[config.mk]
export PLATFORM = sky130hd
export DESIGN_NAME = cursor_line_editor
export DESIGN_NICKNAME = d
export VERILOG_FILES = /design/src/design/cle_pkg.sv /design/src/design/cursor_line_editor.sv /design/src/design/cle_ram.sv
export SDC_FILE = /design/constraint.sdc
export NUM_CORES = 1
export LEC_CHECK = 0
export CAP_MARGIN = 20
export CELL_PAD_IN_SITES_DETAIL_PLACEMENT = 0
export CELL_PAD_IN_SITES_GLOBAL_PLACEMENT = 1
export CORE_UTILIZATION = 57
export DETAILED_ROUTE_END_ITERATION = 8
export DONT_BUFFER_PORTS = 1
export PLACE_DENSITY_LB_ADDON = 0.1
export SYNTH_ARGS = -nofsm -noshare
export SYNTH_HDL_FRONTEND = slang
export SYNTH_SLANG_ARGS = --single-unit
[constraint.sdc]
create_clock -name clk -period 16.35 [get_ports clk]
set_clock_uncertainty 0.15 [all_clocks]
set_input_delay 3.27 -clock clk [delete_from_list [all_inputs] [get_ports clk]]
set_output_delay 3.27 -clock clk [all_outputs]
set_load 0.03 [all_outputs]
[src/design/cle_pkg.sv]
`default_nettype none

package cle_pkg;

  localparam int DATA_W = 8;
  localparam int CNT_W = 6;
  localparam int LINE_DEPTH_DEF = 32;

  localparam logic [DATA_W-1:0] KEY_NEWLINE = 8'h0A;
  localparam logic [DATA_W-1:0] KEY_LEFT = 8'h3C;
  localparam logic [DATA_W-1:0] KEY_RIGHT = 8'h3E;
  localparam logic [DATA_W-1:0] KEY_DELETE = 8'h2D;

  typedef enum logic [5:0] {
    S_IDLE    = 6'b000001,
    S_SHIFT_L = 6'b000010,
    S_SHIFT_R = 6'b000100,
    S_FETCH   = 6'b001000,
    S_EMIT    = 6'b010000,
    S_CLOSE   = 6'b100000
  } state_t;

endpackage

`default_nettype wire

[src/design/cursor_line_editor.sv]
// Line editor over a gap buffer of LINE_DEPTH characters held in one single-port-per-direction
// RAM. Inserts, deletes and cursor moves that hit an end of the line are done in S_IDLE; a
// cursor move that shifts a character also passes through S_SHIFT_L or S_SHIFT_R, because
// the character is read through the registered RAM port and written back across the gap. A
// newline drains the line: each character is read in S_FETCH and loaded into the output in
// S_EMIT, then S_CLOSE loads the newline; output stall holds both. Only one item is worked on
// at a time, and key_stall is high until it is done. No clearing pass follows reset.
`default_nettype none

module cursor_line_editor #(
  parameter int LINE_DEPTH = cle_pkg::LINE_DEPTH_DEF
) (
  input  wire logic                       clk,
  input  wire logic                       rst,
  input  wire logic                       key_valid,
  output logic                            key_stall,
  input  wire logic [cle_pkg::DATA_W-1:0] key_byte,
  output logic                            char_valid,
  input  wire logic                       char_stall,
  output logic      [cle_pkg::DATA_W-1:0] char_out,
  output logic                            last,
  output logic                            overflow
);

  localparam int CW = cle_pkg::CNT_W;
  localparam int AW = (LINE_DEPTH > 1) ? $clog2(LINE_DEPTH) : 1;
  localparam logic [CW-1:0] DEPTH_C = CW'(LINE_DEPTH);

  cle_pkg::state_t state, state_next;
  logic [CW-1:0] left_count, left_count_next;
  logic [CW-1:0] right_base, right_base_next;
  logic          dropped_flag, dropped_flag_next;
  logic [CW-1:0] idx, idx_next;
  logic          on_right, on_right_next;

  logic [CW-1:0] add_a;
  logic          add_dec;
  logic [CW-1:0] add_sum;

  logic                       rd_en;
  logic [AW-1:0]              rd_addr;
  logic [cle_pkg::DATA_W-1:0] rd_data;
  logic                       wr_en;
  logic [AW-1:0]              wr_addr;
  logic [cle_pkg::DATA_W-1:0] wr_data;

  logic                       out_free;
  logic                       load_out;
  logic [cle_pkg::DATA_W-1:0] char_out_next;
  logic                       last_next;
  logic                       overflow_next;

  cle_ram #(
    .WIDTH(cle_pkg::DATA_W),
    .DEPTH(LINE_DEPTH)
  ) u_store (
    .clk(clk),
    .wr_en(wr_en),
    .wr_addr(wr_addr),
    .wr_data(wr_data),
    .rd_en(rd_en),
    .rd_addr(rd_addr),
    .rd_data(rd_data)
  );

  // The one step unit: every count and address moves by one through this adder.
  always_comb begin
    add_a = left_count;
    add_dec = 1'b0;
    case (state)
      cle_pkg::S_IDLE: begin
        case (key_byte)
          cle_pkg::KEY_LEFT: add_dec = 1'b1;
          cle_pkg::KEY_DELETE: add_dec = 1'b1;
          cle_pkg::KEY_RIGHT: add_a = right_base;
          default: add_a = left_count;
        endcase
      end
      cle_pkg::S_SHIFT_L: begin
        add_a = right_base;
        add_dec = 1'b1;
      end
      cle_pkg::S_FETCH: add_a = idx;
      default: add_a = left_count;
    endcase
  end

  assign add_sum = add_a + (add_dec ? {CW{1'b1}} : CW'(1));

  assign key_stall = (state != cle_pkg::S_IDLE);
  assign out_free = !char_valid || !char_stall;

  always_comb begin
    state_next = state;
    left_count_next = left_count;
    right_base_next = right_base;
    dropped_flag_next = dropped_flag;
    idx_next = idx;
    on_right_next = on_right;
    rd_en = 1'b0;
    rd_addr = left_count[AW-1:0];
    wr_en = 1'b0;
    wr_addr = left_count[AW-1:0];
    wr_data = key_byte;
    load_out = 1'b0;
    char_out_next = rd_data;
    last_next = 1'b0;
    overflow_next = 1'b0;
    case (state)
      cle_pkg::S_IDLE: begin
        if (key_valid) begin
          case (key_byte)
            cle_pkg::KEY_NEWLINE: begin
              idx_next = '0;
              on_right_next = 1'b0;
              state_next = cle_pkg::S_FETCH;
            end
            cle_pkg::KEY_LEFT: begin
              if (left_count != '0) begin
                rd_en = 1'b1;
                rd_addr = add_sum[AW-1:0];
                left_count_next = add_sum;
                state_next = cle_pkg::S_SHIFT_L;
              end
            end
            cle_pkg::KEY_RIGHT: begin
              if (right_base != DEPTH_C) begin
                rd_en = 1'b1;
                rd_addr = right_base[AW-1:0];
                right_base_next = add_sum;
                state_next = cle_pkg::S_SHIFT_R;
              end
            end
            cle_pkg::KEY_DELETE: begin
              if (left_count != '0) begin
                left_count_next = add_sum;
              end
            end
            default: begin
              if (left_count < right_base) begin
                wr_en = 1'b1;
                left_count_next = add_sum;
              end else begin
                dropped_flag_next = 1'b1;
              end
            end
          endcase
        end
      end
      cle_pkg::S_SHIFT_L: begin
        wr_en = 1'b1;
        wr_addr = add_sum[AW-1:0];
        wr_data = rd_data;
        right_base_next = add_sum;
        state_next = cle_pkg::S_IDLE;
      end
      cle_pkg::S_SHIFT_R: begin
        wr_en = 1'b1;
        wr_data = rd_data;
        left_count_next = add_sum;
        state_next = cle_pkg::S_IDLE;
      end
      cle_pkg::S_FETCH: begin
        if (!on_right && idx == left_count) begin
          idx_next = right_base;
          on_right_next = 1'b1;
        end else if (on_right && idx == DEPTH_C) begin
          state_next = cle_pkg::S_CLOSE;
        end else begin
          rd_en = 1'b1;
          rd_addr = idx[AW-1:0];
          idx_next = add_sum;
          state_next = cle_pkg::S_EMIT;
        end
      end
      cle_pkg::S_EMIT: begin
        if (out_free) begin
          load_out = 1'b1;
          state_next = cle_pkg::S_FETCH;
        end
      end
      cle_pkg::S_CLOSE: begin
        if (out_free) begin
          load_out = 1'b1;
          char_out_next = cle_pkg::KEY_NEWLINE;
          last_next = 1'b1;
          overflow_next = dropped_flag;
          left_count_next = '0;
          right_base_next = DEPTH_C;
          dropped_flag_next = 1'b0;
          state_next = cle_pkg::S_IDLE;
        end
      end
      default: state_next = cle_pkg::S_IDLE;
    endcase
  end

  always_ff @(posedge clk) begin
    if (rst) begin
      state <= cle_pkg::S_IDLE;
      left_count <= '0;
      right_base <= DEPTH_C;
      dropped_flag <= 1'b0;
      idx <= '0;
      on_right <= 1'b0;
      char_valid <= 1'b0;
    end else begin
      state <= state_next;
      left_count <= left_count_next;
      right_base <= right_base_next;
      dropped_flag <= dropped_flag_next;
      idx <= idx_next;
      on_right <= on_right_next;
      if (load_out) begin
        char_valid <= 1'b1;
      end else if (!char_stall) begin
        char_valid <= 1'b0;
      end
    end
  end

  always_ff @(posedge clk) begin
    if (load_out) begin
      char_out <= char_out_next;
      last <= last_next;
      overflow <= overflow_next;
    end
  end

  a_gap_order: assert property (@(posedge clk) disable iff (rst)
    left_count <= right_base && right_base <= DEPTH_C)
    else $error("gap buffer bounds broken");

  a_close_item: assert property (@(posedge clk) disable iff (rst)
    (state == cle_pkg::S_CLOSE && out_free) |=>
      (char_valid && last && left_count == '0 && right_base == DEPTH_C))
    else $error("closing item not loaded or line not cleared");

  a_drop_when_full: assert property (@(posedge clk) disable iff (rst)
    $rose(dropped_flag) |-> $past(left_count) == $past(right_base))
    else $error("insert dropped while buffer had room");

  a_emit_loads: assert property (@(posedge clk) disable iff (rst)
    (state == cle_pkg::S_EMIT && out_free) |=> (char_valid && !last))
    else $error("character item not loaded");

endmodule

`default_nettype wire

[src/design/cle_ram.sv]
`default_nettype none

module cle_ram #(
  parameter int WIDTH = 8,
  parameter int DEPTH = 32,
  localparam int AW = (DEPTH > 1) ? $clog2(DEPTH) : 1
) (
  input  wire logic             clk,
  input  wire logic             wr_en,
  input  wire logic [AW-1:0]    wr_addr,
  input  wire logic [WIDTH-1:0] wr_data,
  input  wire logic             rd_en,
  input  wire logic [AW-1:0]    rd_addr,
  output logic      [WIDTH-1:0] rd_data
);

  logic [WIDTH-1:0] mem [DEPTH];

  always_ff @(posedge clk) begin
    if (wr_en) begin
      mem[wr_addr] <= wr_data;
    end
    if (rd_en) begin
      rd_data <= mem[rd_addr];
    end
  end

endmodule

`default_nettype wire
==> summary.md, run 1 <==
| Metric | Value |
|---|---|
| Root buffer cell | sky130_fd_sc_hd__clkbuf_16 |
| Width of the chip | between 150 and 200 um |
| Run status | finished clean |
| Vias in the first global route | between 7000 and 8000 |
| Num Clock Sinks | around 300 |
| I/O Pins | 24 |
| Top_reg_cell synth | sky130_fd_sc_hd__edfxtp_1 |
| Initial antenna violation count | 0 |
| Syn-to-layout area delta | 8.07% |
| Crit path arrival time | just over 8 ns |
| Vias/cell | between 6 and 7 |
| Antenna cell count | 0 |
| Flop and latch count out of synthesis | around 300 |
| Max Cap Viol | 0 |
| Worst path required time | ~17 ns |
| Gpl congestion | 0.974 |
| Number of buffers added for setup after CTS | 0 |
| Number of pins exceeding their max-slew limit in the final report | 0 |
| Sequential-to-total area share from yosys stat | between 60% and 70% |
| Portion of the clock cycle consumed by the worst path in the final layout | approximately half |
| Post-layout utilization of the core | a little under two thirds |
| Number of gates resized after CTS | 0 |
| Detailed Place HPWL | 22300 um |
| Clock transition at path regs | 0.06 ns |
| Antenna-violating nets left | 0 |
| Fmax | roughly 130 MHz |
| Initial Utilization | 58.6% |
| Worst hold path class | reg -> reg |
| H-Tree Level Count | 1 |
| Mean cell area of the mapped netlist | about 13 um^2 |
| Global-route congestion overflow total | 0 |
| Library cell occupying the most area in the post-synthesis netlist | sky130_fd_sc_hd__edfxtp_1 |
| Average detailed-routed wire length per instance | 25.0 um |
| Actual transition at the worst max-transition pin | between 1 and 1.5 ns |
| Ratio of total power to cell area | 146 nW/um^2 |
| Count of warnings emitted by yosys | 0 |
| Number of enable-type register cells in the synthesized netlist | 274 |
| Worst-Skew Late Latency | 0.57 ns |
| Most numerous cell types in the synthesized netlist | sky130_fd_sc_hd__edfxtp_1, sky130_fd_sc_hd__nand2_1, sky130_fd_sc_hd__nor2_1, sky130_fd_sc_hd__mux2i_1, sky130_fd_sc_hd__nand3_1 |
| Total DRC errors in the routed layout | 0 |
| Core ar. | around 23000 um^2 |
| Maximum net fanout on the critical path | 27 |
| Top post-synthesis cells by area | sky130_fd_sc_hd__edfxtp_1, sky130_fd_sc_hd__mux2i_1, sky130_fd_sc_hd__dfxtp_1 |
| Buffers from clock root to sink, at most | 3 |
| Critical setup path kind | in -> reg |
| Die area | 24000 um^2 |
| Type of element launching the critical path | input pin |
| Hold_buf cts | 0 |
| Post-synth ARST share | 0% |
| Iteration-0 DRC count of the detailed router | approximately 880 |
| Proportion of netlist area held by the largest area contributor | between 60% and 70% |
| Setup total negative slack | 0 ns |
| Count of vias placed by the detailed router | ~8300 |
| Rel. slew slack | roughly 27% |
| Share of layout cells above drive strength 1 | ~8.3% |
| Maximum resistive drop on vdd | around 0.00015 V |
| CTS tree | yes |
| Number of port buffers | 0 |
| Top-count cell post-synth | sky130_fd_sc_hd__edfxtp_1 |
| Number of CTS-inserted buffers | 31 |
| RSZ-0062 raised after global routing | no |
| Final setup violation count | 0 |
| Syn_nets | 1013 |
| Critical path endpoint category | flop |
| Area of the mapped netlist | around 13000 um^2 |
| Number of instances in the synthesized netlist | between 900 and 1000 |
| Leakage power | approximately 0.0053 uW |
| Count of TritonRoute iterations in the first routing pass | 6 |
| Pin count of the biggest net entering global routing | 61 |
| Clock period minus final worst setup slack | between 7 and 8 ns |
| First-pass GRT wire length | 49600 um |
| Routed wire length | between 30000 and 40000 um |
| Placed Area | approximately 13000 um^2 |
| Final number of hold-violating endpoints | 0 |
| Die extent in y | between 150 and 200 um |
| Distinct cell type count of the synthesized netlist | 73 |
| Final design area excluding fillers | about 14000 um^2 |
| Final-stage net count | 1005 |
| Tot GR Track Use | roughly 28% |
| Number of placement rows | 55 |
==> placed cells by master (no fill, tap or decap), types with 16 or more instances in the layout <==
master and n:
sky130_fd_sc_hd__a22oi_1 30, sky130_fd_sc_hd__clkbuf_16 31, sky130_fd_sc_hd__a21oi_1 26, sky130_fd_sc_hd__mux4_2 16, sky130_fd_sc_hd__o21ai_0 18, sky130_fd_sc_hd__edfxtp_1 274
sky130_fd_sc_hd__nand2_1 129, sky130_fd_sc_hd__a31oi_1 18, sky130_fd_sc_hd__inv_1 16, sky130_fd_sc_hd__mux2i_1 76, sky130_fd_sc_hd__nor2_1 89, sky130_fd_sc_hd__dfxtp_1 27
sky130_fd_sc_hd__nand3_1 41
==> kinds of logic (layout without fill, tap and decap cells) <==
logic type	after synthesis	after routing	synth area share, %
fa+ha+maj	10	10	0.993
buf+inv	64	72	2.84
simple gates	348	348	12.2
mux	101	101	9.16
flops	301	301	65.7
compound gates	152	152	8.15
xor+xnor	15	15	0.984
==> where the power goes <==
part           leakage [uW]  switching (uW)  internal, uW
registers           0.00268            19.5           874
clock network      0.000452             279           391
logic               0.00218             353           185
total               0.00532             652          1450
==> registers in the layout, summed over array words and instances (netlist names) <==
signal,cells
char_valid,1
overflow,1
char_out,8
last,1
dropped_flag,1
on_right,1
left_count,6
u_store.mem,256
state,6
right_base,6
u_store.rd_data,8
idx,6
==> critical path: stages <==
cell,delay (ns)
sky130_fd_sc_hd__or3b_2,0.51
sky130_fd_sc_hd__or4_1,0.57
sky130_fd_sc_hd__o21ai_0,0.60
sky130_fd_sc_hd__inv_1,0.19
sky130_fd_sc_hd__fa_1,0.60
sky130_fd_sc_hd__o41ai_1,0.38
sky130_fd_sc_hd__a22o_1,0.21
sky130_fd_sc_hd__a21o_1,0.82
sky130_fd_sc_hd__nand3_1,0.49
sky130_fd_sc_hd__a31oi_1,0.27
sky130_fd_sc_hd__a22oi_1,0.21
sky130_fd_sc_hd__nand4_1,0.15
==> layer usage <==
| layer | routed length, um | global-route usage, % | vias to the layer above |
|---|---|---|---|
| met5 | 0 | 0 | - |
| met4 | 568 | 6.60 | 0 |
| met3 | 2490 | 3.76 | 42 |
| met2 | 15100 | 43.9 | 345 |
| met1 | 14700 | 42.1 | 4166 |
| li1 | - | - | 3761 |
==> metrics by stage <==
stage | setup slack (ns) | std cells | total power (uW) | hold slack [ns]
6_report | 8.35 | 1312 | 2100 | 0.337
4_1_cts | 8.40 | 1312 | 2100 | 0.339
5_1_grt | 8.02 | 1312 | 2180 | 0.369
2_1_floorplan | 8.75 | 991 | 1320 | 0.298
3_3_place_gp | 7.91 | 1263 | 1430 | 0.314
3_5_place_dp | 7.80 | 1263 | 1440 | 0.324
==> layout make-up <==
| cell class | count | area [um^2] |
|---|---|---|
| Clock buffer | 39 | 806 |
| Sequential cell | 301 | 8770 |
| Timing Repair Buffer | 5 | 37.5 |
| Tap cell | 313 | 392 |
| Multi-Input combinational cell | 626 | 4220 |
| Inverter | 18 | 70.1 |
| Clock inverter | 10 | 136 |
| Fill cell | 1712 | 8350 |
==> final timing paths <==
path / cells after the start / slack (ns) / to / start
setup / recovery: 12 / 8.35 / u_store.rd_data[2]$_DFFE_PP_ / key_byte[7]
hold / removal: 2 / 0.34 / dropped_flag$_SDFFE_PP0P_ / dropped_flag$_SDFFE_PP0P_
setup reg to reg: 13 / 10.30 / u_store.rd_data[2]$_DFFE_PP_ / state[2]$_SDFFE_PP0P_
hold reg to reg: 2 / 0.34 / dropped_flag$_SDFFE_PP0P_ / dropped_flag$_SDFFE_PP0P_
(Power assumes the default switching activity.)
==> inputs of run 2 (changes only) <==
ABC_AREA = 1   (was unset)
CORE_UTILIZATION = 46   (was 57)
clock period = 7.1 ns   (was 16.35 ns; I/O delays follow)
==> summary.md, run 2 <==
| Metric | Value |
|---|---|
| Run status | finished clean |
| Highest-count cells in the layout ignoring fill and taps | sky130_fd_sc_hd__nand3_1, sky130_fd_sc_hd__nand2_1, sky130_fd_sc_hd__edfxtp_1 |
| Distinct cell type count of the synthesized netlist | 51 (-30%) |
| Number of buffers added for setup after CTS | 0 (unchanged) |
| Proportion of netlist area held by the largest area contributor | 56.4% (-5.2 points) |
| Worst hold path class | reg -> reg |
| Number of port buffers | 0 (unchanged) |
| Largest register FFs | 256 (unchanged) |
| Top register by number of flip-flops | u_store.mem |
| Final setup violation count | 0 (unchanged) |
| Top post-synthesis cells by area | sky130_fd_sc_hd__edfxtp_1, sky130_fd_sc_hd__nand3_1, sky130_fd_sc_hd__nand2_1 |
| Type of element launching the critical path | input pin |
| Maximum net fanout on the critical path | 33 (+22%) |
| Initial antenna violation count | 0 (unchanged) |
| Die area | 32400 um^2 (+35%) |
| Flop and latch count out of synthesis | 301 (unchanged) |
| Buffers from clock root to sink, at most | 3 (unchanged) |
| Worst-Skew Late Latency | 0.51 ns (-0.06 ns) |
| Worst path required time | 7.34 ns (-9.29 ns) |
| Global-route met3 utilization | 3.52% (-0.24 points) |
| Met1 Use GR | 36.2% (-5.9 points) |
| Number of gates resized after CTS | 0 (unchanged) |
| Syn-to-layout area delta | 9.28% |
| Clock period minus final worst setup slack | between 5 and 6 ns |
| Slowest library cell on the worst path | sky130_fd_sc_hd__xnor2_1 |
| Number of instances in the synthesized netlist | 1512 (+53%) |
| Initial Utilization | 47.2% (-11 points) |
| Hold_buf cts | 0 (unchanged) |
| Number of CTS-inserted buffers | 35 (+13%) |
| Critical path's most frequent cell | sky130_fd_sc_hd__nand2_1 |
| Actual transition at the worst max-transition pin | 0.968 ns (-0.118 ns) |
| Minimum setup slack among reg-to-reg paths | 2.06 ns (-8.24 ns) |
| Crit path from | key_byte[7] |
| Setup total negative slack | 0 ns (unchanged) |
| Top-count cell post-synth | sky130_fd_sc_hd__nand3_1 |
| Mean cell area of the mapped netlist | 9.65 um^2 (-28%) |
| Final setup slack of the worst path | 1.86 ns (-6.50 ns) |
| Final number of hold-violating endpoints | 0 (unchanged) |
| Portion of the clock cycle consumed by the worst path in the final layout | 73.8% |
| Startpoint of the most critical hold path | right_base[5]$_SDFFE_PP1P_ |
| Average detailed-routed wire length per instance | 21.2 um (-15%) |
| Vias/cell | 5.50 (-13%) |
| Max stage delay on crit path | 0.53 ns (-0.29 ns) |
| Antenna cell count | 0 (unchanged) |
| Pre-CTS WS | 1.29 ns (-6.51 ns) |
| Antenna-violating nets left | 0 (unchanged) |
| Critical path endpoint category | flop |
| Top_reg_cell synth | sky130_fd_sc_hd__edfxtp_1 |
| Core ar. | 30900 um^2 (+36%) |
| Most numerous cell types in the synthesized netlist | sky130_fd_sc_hd__nand3_1, sky130_fd_sc_hd__nand2_1, sky130_fd_sc_hd__edfxtp_1, sky130_fd_sc_hd__inv_1, sky130_fd_sc_hd__nor2_1 |
| Gpl congestion | 0.884 (-9.3%) |
| Iteration-0 DRC count of the detailed router | 1012 (+15%) |
| Global-route track usage on met2 | 41.2% (-2.6 points) |
| Count of TritonRoute iterations in the first routing pass | 5 (-1) |
| Syn_nets | 1534 (+51%) |
| Total DRC errors in the routed layout | 0 (unchanged) |
| Count of warnings emitted by yosys | 0 (unchanged) |
| Number of cells after detailed placement | 1852 (+47%) |
| Clock transition at path regs | 0.06 ns (about the same) |
| Filler-free cell count of the finished design | 1910 (+46%) |
| First-pass GRT wire length | 62600 um (+26%) |
| Share of layout cells above drive strength 1 | 7.07% (-1.2 points) |
| Simple logic cell fraction of the synthesized area | 25.1% (+13 points) |
| Vias in the first global route | 10188 (+28%) |
| Fmax | approximately 190 MHz |
| Biggest regs | u_store.mem: 256 flops, char_out: 8 flops, u_store.rd_data: 8 flops |
| Most crowded layer after global routing | met2 |
| Tot GR Track Use | 25.5% (-2.6 points) |
| Critical setup path kind | in -> reg |
| Routed wire length | 40500 um (+23%) |
| Max Cap Viol | 0 (unchanged) |
| Post-synthesis mux area share | 0% (-9.2 points) |
| Rel. slew slack | 35.3% (+8.1 points) |
| Number of pins exceeding their max-slew limit in the final report | 0 (unchanged) |
| Combinational family with the most area after synthesis | simple AND/OR/NAND/NOR gates |
| Crit path arrival time | 5.48 ns (-2.80 ns) |
| Sequential-to-total area share from yosys stat | 60.1% (-5.6 points) |
| CTS tree | yes |
| RSZ-0062 raised after global routing | no |
| Count of vias placed by the detailed router | 10506 (+26%) |
| Leading cell type in the layout, fill and taps excluded | sky130_fd_sc_hd__nand3_1 |
| Crit-path cells | nor2_1 > nand2_2 > nor4_1 > nor2_1 > inv_1 > nand2_1 > nand2_1 > inv_1 > fa_1 > xnor2_1 > nand2_1 > nand3_1 > o211ai_1 > nand3_2 > buf_4 > inv_2 > nand3_1 > nand3_1 > nand2_1 > nand2_1 > nand2_1 |
| Number of placement rows | 64 (+16%) |
| Detailed Place HPWL | 26000 um (+16%) |
| Power after layout | 6730 uW (+220%) |
| Number of enable-type register cells in the synthesized netlist | 274 (unchanged) |
| H-Tree Level Count | 2 (+1) |
| I/O Pins | 24 (unchanged) |
| Family with the most delay on the worst path | simple AND/OR/NAND/NOR gates |
| Synthesized-area fraction occupied by ao, oa, aoi and oai cells | 4.61% (-3.5 points) |
| Maximum resistive drop on vdd | 0.000422 V (+180%) |
| Worst hold slack | 0.370 ns (+0.0327 ns) |
| Num Clock Sinks | 301 (unchanged) |
| Die extent in y | 180 um (+16%) |
| Root buffer cell | sky130_fd_sc_hd__clkbuf_16 |
| Global-route congestion overflow total | 0 (unchanged) |
| Xor/xnor share of the synthesized area | 0.360% (-0.62 points) |
| Leakage power | 0.00651 uW (+22%) |
| Library cell occupying the most area in the post-synthesis netlist | sky130_fd_sc_hd__edfxtp_1 |
| Pin count of the biggest net entering global routing | 91 (+49%) |
| Area of the mapped netlist | 14600 um^2 (+9.3%) |
| Adder and majority gate portion of the synthesized area | 0.909% (-0.084 points) |
| Post-synth ARST share | 0% (unchanged) |
| Final-stage net count | 1515 (+51%) |
| Startpoint of the worst-slack reg-to-reg timing path | state[5]$_SDFFE_PP0P_ |
| WP buf/inv | 4 (+3) |
| Width of the chip | 180 um (+16%) |
| Ratio of total power to cell area | 422 nW/um^2 (+190%) |
==> run 2: changes by cell type in the layout (fill, tap and decap cells not counted), moves of 10 or more <==
cell	previous run	this run
sky130_fd_sc_hd__nor2_1	89	71
sky130_fd_sc_hd__a22oi_1	30	5
sky130_fd_sc_hd__a31oi_1	18	2
sky130_fd_sc_hd__mux4_2	16	0
sky130_fd_sc_hd__inv_1	16	236
sky130_fd_sc_hd__mux2i_1	76	0
sky130_fd_sc_hd__nand2_1	129	284
sky130_fd_sc_hd__and2_1	10	0
sky130_fd_sc_hd__nand2b_1	10	0
sky130_fd_sc_hd__nand3b_1	3	66
sky130_fd_sc_hd__nand3_1	41	290
sky130_fd_sc_hd__o21ai_0	18	35
==> run 2: per-layer routing <==
metal	share of wire, %	vias to the layer above	wire length, um
met5	0	-	0
met4	2.1	0	857
met3	5.6	50	2290
met2	47	305	19200
met1	45	5077	18200
li1	-	5074	-
==> run 2: per-stage QoR <==
stage | instance area (um^2) | utilization (%)
floorplan | 14600 | -
global placement | 14900 | 48.3
detailed placement | 14900 | 48.3
CTS | 15900 | 51.6
global route | 15900 | 51.6
finish | 15900 | 51.6
==> run 2: worst paths after layout <==
path	endpoint	cells past startpoint
max	u_store.rd_data[3]$_DFFE_PP_	21
max reg2reg	u_store.mem[20][3]$_DFFE_PP_	13
min	idx[5]$_SDFFE_PP0P_	2
min reg2reg	idx[5]$_SDFFE_PP0P_	2
==> run 2: worst register-to-register path: stages (launching register included) <==
cell                       delay, ns
sky130_fd_sc_hd__dfxtp_1        0.35
sky130_fd_sc_hd__nor2_4         0.19
sky130_fd_sc_hd__nand3_1        0.67
sky130_fd_sc_hd__nand3_1        0.34
sky130_fd_sc_hd__nand2_2        0.11
sky130_fd_sc_hd__inv_1          0.13
sky130_fd_sc_hd__o221ai_1       0.14
sky130_fd_sc_hd__ha_1           0.38
sky130_fd_sc_hd__a21oi_1        0.14
sky130_fd_sc_hd__o21ai_0        0.12
sky130_fd_sc_hd__xnor2_1        0.21
sky130_fd_sc_hd__o21ai_0        0.49
sky130_fd_sc_hd__nand4_1        0.39
sky130_fd_sc_hd__nor2_1         0.85
==> run 2: power by group <==
group          switching, uW  internal [uW]
clock network            679            977
registers               85.4           2060
logic                   2130            806
==> run 2: cell families after synthesis <==
kind of cell	Yosys count
simple gates	765
buf+inv	317
flops	301
compound gates	113
fa+ha+maj	10
xor+xnor	6
==> run 2: cell type report <==
type	instances	area (um^2)
Clock buffer	47	921
Inverter	246	923
Fill cell	2871	15000
Clock inverter	11	101
Sequential cell	301	8770
Multi-Input combinational cell	894	4570
Timing Repair Buffer	15	163
Tap cell	396	495
